`src/rtl/efw_pkg.sv`:
```
`timescale 1ns / 1ps

package efw_pkg;

  localparam int MAX_WORKERS = 16;
  localparam int TIME_BITS   = 48;
  localparam int ID_W        = (MAX_WORKERS > 1) ? $clog2(MAX_WORKERS) : 1;
  localparam int CNT_W       = $clog2(MAX_WORKERS + 1);
  localparam int CFG_W       = 5;
  localparam int CFG_RESET   = 16;
  localparam int DUR_W       = 32;
  localparam int SUM_W       = ((TIME_BITS > DUR_W) ? TIME_BITS : DUR_W) + 1;

  typedef logic [TIME_BITS-1:0] time_t;
  typedef logic [ID_W-1:0]      wid_t;

  typedef struct packed {
    time_t t;
    wid_t  id;
  } elem_t;

  typedef struct packed {
    logic valid;
    logic upd;
    logic below;
    logic at_r;
    logic load;
  } cell_ctl_t;

  typedef enum logic [1:0] {
    ST_IDLE,
    ST_CALC,
    ST_INS
  } state_t;

  function automatic logic earlier(elem_t a, elem_t b);
    earlier = (a.t < b.t) || ((a.t == b.t) && (a.id < b.id));
  endfunction

endpackage

```
`src/rtl/efw_cell.sv`:
```
`timescale 1ns / 1ps

module efw_cell (
  input  logic              clk,
  input  efw_pkg::cell_ctl_t ctl,
  input  efw_pkg::elem_t    new_elem,
  input  efw_pkg::elem_t    prev_elem,
  input  logic              prev_lt,
  input  efw_pkg::elem_t    next_elem,
  input  logic              next_lt,
  output efw_pkg::elem_t    elem,
  output logic              lt
);
  import efw_pkg::*;

  elem_t elem_r;
  elem_t elem_nxt;

  assign elem = elem_r;
  assign lt   = ctl.valid && earlier(elem_r, new_elem);

  // Insert shifts later entries right; update removes one entry, closes the gap, inserts new_elem.
  always_comb begin
    elem_nxt = elem_r;
    if (ctl.load) begin
      if (!ctl.upd) begin
        if (lt) begin
          elem_nxt = elem_r;
        end else if (prev_lt) begin
          elem_nxt = new_elem;
        end else begin
          elem_nxt = prev_elem;
        end
      end else begin
        if (ctl.below) begin
          elem_nxt = elem_r;
        end else if (next_lt) begin
          elem_nxt = next_elem;
        end else if (ctl.at_r || lt) begin
          elem_nxt = new_elem;
        end else begin
          elem_nxt = elem_r;
        end
      end
    end
  end

  always_ff @(posedge clk) begin
    elem_r <= elem_nxt;
  end

endmodule

```
`src/rtl/earliest_free_worker_dispatch.sv`:
```
`timescale 1ns / 1ps
// Accepted beat goes to ST_CALC; the result beat is registered there once the output is free.
// Per job: select, compute new free time, shift the cell chain; only then is another job taken.
// A held result beat stalls the compute step, and no new job is accepted until it completes.
// Reset (rst_n low at a clock edge) empties the batch and sets workers_in_use to 16.
module earliest_free_worker_dispatch (
  input  logic        clk,
  input  logic        rst_n,
  input  logic        cfg_wr_en,
  input  logic [4:0]  cfg_wr_data,   // workers_in_use
  input  logic        in_tvalid,
  output logic        in_tready,
  input  logic [31:0] in_tdata,      // job_duration
  input  logic [0:0]  in_tuser,      // new_batch
  output logic        out_tvalid,
  input  logic        out_tready,
  output logic [55:0] out_tdata      // worker [3:0], start_time [51:4], zero [55:52]
);
  import efw_pkg::*;

  state_t state_r, state_nxt;
  logic   calc_go;
  logic   ins_go;

  logic [CFG_W-1:0]       cfg_r;
  logic [CNT_W-1:0]       cnt_r;
  logic [CNT_W-1:0]       n_eff;
  logic [DUR_W-1:0]       dur_r;
  logic                   start_mode_r;
  logic [MAX_WORKERS-1:0] onehot_r, onehot_c;
  logic [MAX_WORKERS-1:0] below_r, below_c;
  elem_t                  key_r;
  elem_t                  sel_c;

  logic                   out_valid_r;
  logic [3:0]             out_worker_r;
  logic [47:0]            out_time_r;

  elem_t                  elems [MAX_WORKERS];
  logic [MAX_WORKERS-1:0] lts;
  logic [MAX_WORKERS-1:0] valids;

  function automatic time_t sat_add(time_t t, logic [DUR_W-1:0] d);
    logic [SUM_W-1:0] s;
    s = SUM_W'(t) + SUM_W'(d);
    if (s > SUM_W'({TIME_BITS{1'b1}})) begin
      sat_add = {TIME_BITS{1'b1}};
    end else begin
      sat_add = TIME_BITS'(s);
    end
  endfunction

  always_comb begin
    if (cfg_r == '0) begin
      n_eff = CNT_W'(1);
    end else if (int'(cfg_r) > MAX_WORKERS) begin
      n_eff = CNT_W'(MAX_WORKERS);
    end else begin
      n_eff = CNT_W'(cfg_r);
    end
  end

  // First started cell whose worker is still in use.
  always_comb begin
    logic seen;
    logic elig;
    seen = 1'b0;
    for (int k = 0; k < MAX_WORKERS; k++) begin
      elig        = valids[k] && (CNT_W'(elems[k].id) < n_eff);
      onehot_c[k] = elig && !seen;
      below_c[k]  = !seen && !elig;
      seen        = seen || elig;
    end
  end

  always_comb begin
    sel_c = '0;
    for (int k = 0; k < MAX_WORKERS; k++) begin
      if (onehot_r[k]) begin
        sel_c = sel_c | elems[k];
      end
    end
  end

  always_comb begin
    state_nxt = state_r;
    in_tready = 1'b0;
    calc_go   = 1'b0;
    ins_go    = 1'b0;
    case (state_r)
      ST_IDLE: begin
        in_tready = 1'b1;
        if (in_tvalid) begin
          state_nxt = ST_CALC;
        end
      end
      ST_CALC: begin
        if (!out_valid_r || out_tready) begin
          calc_go   = 1'b1;
          state_nxt = ST_INS;
        end
      end
      ST_INS: begin
        ins_go    = 1'b1;
        state_nxt = ST_IDLE;
      end
      default: begin
        state_nxt = ST_IDLE;
      end
    endcase
  end

  always_ff @(posedge clk) begin
    if (!rst_n) begin
      state_r     <= ST_IDLE;
      cfg_r       <= CFG_W'(CFG_RESET);
      cnt_r       <= '0;
      out_valid_r <= 1'b0;
    end else begin
      state_r <= state_nxt;
      if (cfg_wr_en) begin
        cfg_r <= cfg_wr_data;
      end
      if (in_tvalid && in_tready && in_tuser[0]) begin
        cnt_r <= '0;
      end else if (ins_go && start_mode_r) begin
        cnt_r <= cnt_r + CNT_W'(1);
      end
      if (calc_go) begin
        out_valid_r <= 1'b1;
      end else if (out_tready) begin
        out_valid_r <= 1'b0;
      end
    end
  end

  always_ff @(posedge clk) begin
    if (in_tvalid && in_tready) begin
      dur_r        <= in_tdata;
      start_mode_r <= in_tuser[0] || (cnt_r < n_eff);
      onehot_r     <= onehot_c;
      below_r      <= below_c;
    end
    if (calc_go) begin
      if (start_mode_r) begin
        key_r.t      <= sat_add('0, dur_r);
        key_r.id     <= ID_W'(cnt_r);
        out_worker_r <= 4'(cnt_r);
        out_time_r   <= '0;
      end else begin
        key_r.t      <= sat_add(sel_c.t, dur_r);
        key_r.id     <= sel_c.id;
        out_worker_r <= 4'(sel_c.id);
        out_time_r   <= 48'(sel_c.t);
      end
    end
  end

  for (genvar k = 0; k < MAX_WORKERS; k++) begin : g_cell
    cell_ctl_t ctl;
    elem_t     prev_elem;
    logic      prev_lt;
    elem_t     next_elem;
    logic      next_lt;

    assign valids[k] = CNT_W'(k) < cnt_r;

    assign ctl.valid = valids[k];
    assign ctl.upd   = !start_mode_r;
    assign ctl.below = below_r[k];
    assign ctl.at_r  = onehot_r[k];
    assign ctl.load  = ins_go;

    if (k == 0) begin : g_first
      assign prev_elem = key_r;
      assign prev_lt   = 1'b1;
    end else begin : g_mid
      assign prev_elem = elems[k-1];
      assign prev_lt   = lts[k-1];
    end

    if (k == MAX_WORKERS - 1) begin : g_last
      assign next_elem = elems[k];
      assign next_lt   = 1'b0;
    end else begin : g_body
      assign next_elem = elems[k+1];
      assign next_lt   = lts[k+1];
    end

    efw_cell u_cell (
      .clk       (clk),
      .ctl       (ctl),
      .new_elem  (key_r),
      .prev_elem (prev_elem),
      .prev_lt   (prev_lt),
      .next_elem (next_elem),
      .next_lt   (next_lt),
      .elem      (elems[k]),
      .lt        (lts[k])
    );
  end

  assign out_tvalid = out_valid_r;
  assign out_tdata  = {4'b0000, out_time_r, out_worker_r};

endmodule
```
`config.mk`:
```
export PLATFORM = sky130hd
export DESIGN_NAME = earliest_free_worker_dispatch
export DESIGN_NICKNAME = d
export VERILOG_FILES = /design/src/rtl/efw_pkg.sv /design/src/rtl/efw_cell.sv /design/src/rtl/earliest_free_worker_dispatch.sv
export SDC_FILE = /design/constraint.sdc
export NUM_CORES = 2
export LEC_CHECK = 0
export CORE_MARGIN = 1.5
export CORE_UTILIZATION = 48
export CTS_CLUSTER_DIAMETER = 100
export CTS_CLUSTER_SIZE = 25
export DETAILED_ROUTE_END_ITERATION = 8
export DONT_BUFFER_PORTS = 1
export PLACE_DENSITY = 0.6
export SETUP_SLACK_MARGIN = 0.05
export SLEW_MARGIN = 10
export SYNTH_ARGS = -nofsm -noshare
export SYNTH_HDL_FRONTEND = slang
export SYNTH_SLANG_ARGS = --single-unit
```
`constraint.sdc`:
```
create_clock -name clk -period 14 [get_ports clk]
set_clock_uncertainty 0.1 [all_clocks]
set_input_delay 1.4 -clock clk [delete_from_list [all_inputs] [get_ports clk]]
set_output_delay 1.4 -clock clk [all_outputs]
set_load 0.01 [all_outputs]
```
==> run metrics <==
antenna violations before repair=18; critical path's most frequent cell=buf_4; EDFF count, synth=997; maximum vdd drop=109 uV; Met3 Routed Length=48.7 mm; Critical Path Sink Type=flop; crit path kind=reg -> reg; CP Max Fanout=46; leakage power=37.9 nW; Reg2Reg Launch Point=g_cell[0].prev_elem[48]$_SDFFCE_PP0P_; count of buffers added by post-CTS timing repair for setup=0; Chip Height=416 um; CORE AREA=169000 um^2; placement row count=151; max-slew headroom at the worst pin=0.0186; largest area contributor in the synthesized netlist=edfxtp_1; count of yosys warnings during synthesis=0; Overflow after GRT=0; clock tree root buffer cell=clkbuf_16; Worst-Skew Late Latency=0.78 ns; highest metal layer with signal wires=met5; number of synthesized register bits=1010; number of search-and-repair iterations in the first detailed-routing pass=6; final number of max-transition violations=0; critical path arrival=8.61 ns; final hold vios=0; startpoint types=flop; mean routed wirelength per cell=38.3 um; worst setup path start=g_cell[0].prev_elem[48]$_SDFFCE_PP0P_; starting DRC count in detailed routing=11962; maximum number of pins on one net before global-route repair=148; Max Cap Violations=1; cells along the critical path=inv_1 -> ha_1 -> a2111oi_0 -> o221ai_1 -> a21oi_1 -> nand4b_1 -> a2111o_1 -> nand2_4 -> buf_4 -> nor3b_1 -> or3_1 -> a21oi_4 -> buf_4; Area after DPL=84200 um^2; violations in the final reports=max-capacitance violations; longest individual stage delay on the worst path=0.90 ns; Longest Clk Path Bufs=3; PortBufs=0; Syn Std Cell Area=82000 um^2; initial standard-cell utilization of the core=0.484; number of vias per cell after detailed routing=7.28; Hold-fix buffers, CTS=0; Total Die Area=173000 um^2; total routed wirelength=376 mm; internal reg-to-reg setup slack=5.65 ns; minimum clock period=8.35 ns; pwr/cell area=79.6 nW/um^2; number of resized instances in the post-cts repair step=0; post-CTS clock slew at the launch and capture registers of the worst setup and hold paths=0.10 ns; proportion of layout cells with a drive suffix above 1=0.0736; remaining antenna violation count=0; most frequent cells in the layout=mux2i_1, edfxtp_1, ha_1; All-Layer GR Usage=0.420; detailed-routing wirelength on met1=148 mm; setup TNS after final layout=0 ns; Max Clock Freq=0.120 GHz; routability congestion estimate=1.03; wire length of the first global-routing pass=522 mm; Setup crit end=g_cell[4].u_cell.elem[46]$_DFFE_PP_; required time at the worst-slack endpoint=14.25 ns; Synth cell types=85; pin slew with the least headroom to its limit=1.46 ns; met2 wire len=154 mm; # clock sinks=1010; via count of the first global-routing pass=66069; number of endpoints failing setup at the final stage=0; worst hold path type=reg -> reg; Vias=71506; width of the die=416 um; Seq/Total Area, Yosys=0.368; final routed DRC violation total=0; placed wire-length estimate after detailed placement=250 mm; post-route fraction of the period consumed by the critical path=0.597; most common cell after layout, fill and taps aside=mux2i_1; Post-synth ARST share=0; result of the run=finished with violations; synthesis-to-layout area growth=4.92%; CTS tree=built; RSZ-0062 raised after global routing=false; Worst Reg2Reg Path Length in Cells=13; cells taking the most area after synthesis=edfxtp_1, mux2i_1, ha_1; Final Net Count=8503; Crit path max-delay family=compound AO/OA/AOI/OAI gates; post-synthesis area per instance=10.3 um^2; final std cell area, no fill=86000 um^2; primary flip-flop cell chosen by synthesis mapping=edfxtp_1; I/O pin total=101; H-tree depth=2; cell count after synthesis=7956; cell with the largest stage delay on the worst path=edfxtp_1; CTS buffer count=54; Min-Delay Path Depth=1; portion of synthesized cell area occupied by the leading cell type=0.365; cell depth of the worst setup path=13; buffer and inverter count on the worst path=3; endpoint of the most critical register-to-register path=g_cell[4].u_cell.elem[46]$_DFFE_PP_
==> worst min path at each step <==
stage | from | end | slack (ns)
floorplan | state_r[1]$_SDFFE_PN0P_ | state_r[0]$_SDFFE_PN0P_ | 0.35
global placement | state_r[1]$_SDFFE_PN0P_ | state_r[0]$_SDFFE_PN0P_ | 0.38
detailed placement | state_r[1]$_SDFFE_PN0P_ | state_r[0]$_SDFFE_PN0P_ | 0.39
CTS | state_r[1]$_SDFFE_PN0P_ | state_r[0]$_SDFFE_PN0P_ | 0.41
global route | state_r[1]$_SDFFE_PN0P_ | state_r[0]$_SDFFE_PN0P_ | 0.44
finish | state_r[1]$_SDFFE_PN0P_ | state_r[0]$_SDFFE_PN0P_ | 0.42
==> cells in the mapped netlist, drive strengths merged (73+ instances only) <==
cell type  count
nand3         73
a21oi        838
clkbuf       463
mux2         215
ha           901
inv          166
nor2         505
nand4        164
a211oi       141
nor3         103
a21o         211
a22oi        150
mux2i       1253
a22o         135
a221oi       194
buf          192
edfxtp       997
nand2        185
nor2b        159
o21ai        333
==> kinds of logic (layout without fill, tap and decap cells) <==
kind of cell    after synthesis  in the layout  share of synthesized area
compound gates             2261           2261                      0.178
xor+xnor                     34             34                    0.00363
fa+ha+maj                   902            902                      0.138
buf+inv                     821            452                     0.0394
flops                      1010           1010                      0.368
mux                        1468           1468                      0.183
other cells                   1             15                  0.0000458
simple gates               1459           1459                     0.0902
==> final cells by class <==
class,count,area [um^2]
fill,15242,83500
inverter,166,633
antenna,11,27.5
sequential,1010,30200
timing repair buffer,198,1620
clock buffer,59,1390
clock inverter,29,380
tap,2218,2780
multi-input combinational,6128,49000
==> per-layer routing <==
metal / vias to the layer above / GRT usage
met3: 1222 / 0.111
li1: 29985 / -
met2: 5274 / 0.603
met4: 8 / 0.228
met5: - / 0
met1: 35017 / 0.574
==> per-stage QoR <==
step / hold WS [ns] / power [mW] / worst slack, ns / util / std cells
after floorplan: 0.349 / 4.32 / 2.11 / - / 7959
final: 0.421 / 6.85 / 5.65 / 0.507 / 9819
after global placement: 0.380 / 4.77 / 6.11 / 0.497 / 9719
after detailed placement: 0.393 / 4.79 / 6.10 / 0.497 / 9719
after global routing: 0.443 / 6.98 / 5.69 / 0.507 / 9810
after CTS: 0.410 / 6.78 / 6.09 / 0.507 / 9807
==> state kept, by name, indices dropped and copies added (netlist names) <==
name	flops
dur_r	32
cfg_r	5
cnt_r	5
state_r	2
g_cell.prev_elem	52
onehot_r	16
out_tvalid	1
g_cell.u_cell.elem	832
below_r	16
start_mode_r	1
out_time_r	48
==> worst reg2reg max path, stage by stage (launching register included) <==
cell and delay [ns]:
edfxtp_1 0.90, inv_1 0.66, ha_1 0.47, a2111oi_0 0.66, o221ai_1 0.37, a21oi_1 0.71, nand4b_1 0.85, a2111o_1 0.68
nand2_4 0.42, buf_4 0.62, nor3b_1 0.13, or3_1 0.37, a21oi_4 0.14, buf_4 0.87
==> where the power goes <==
part | total [mW] | switching (mW) | internal [mW]
combinational | 1.21 | 0.795 | 0.413
sequential | 3.58 | 0.163 | 3.42
clock | 2.05 | 1.23 | 0.823
total | 6.85 | 2.19 | 4.66
(Power assumes the default switching activity.)
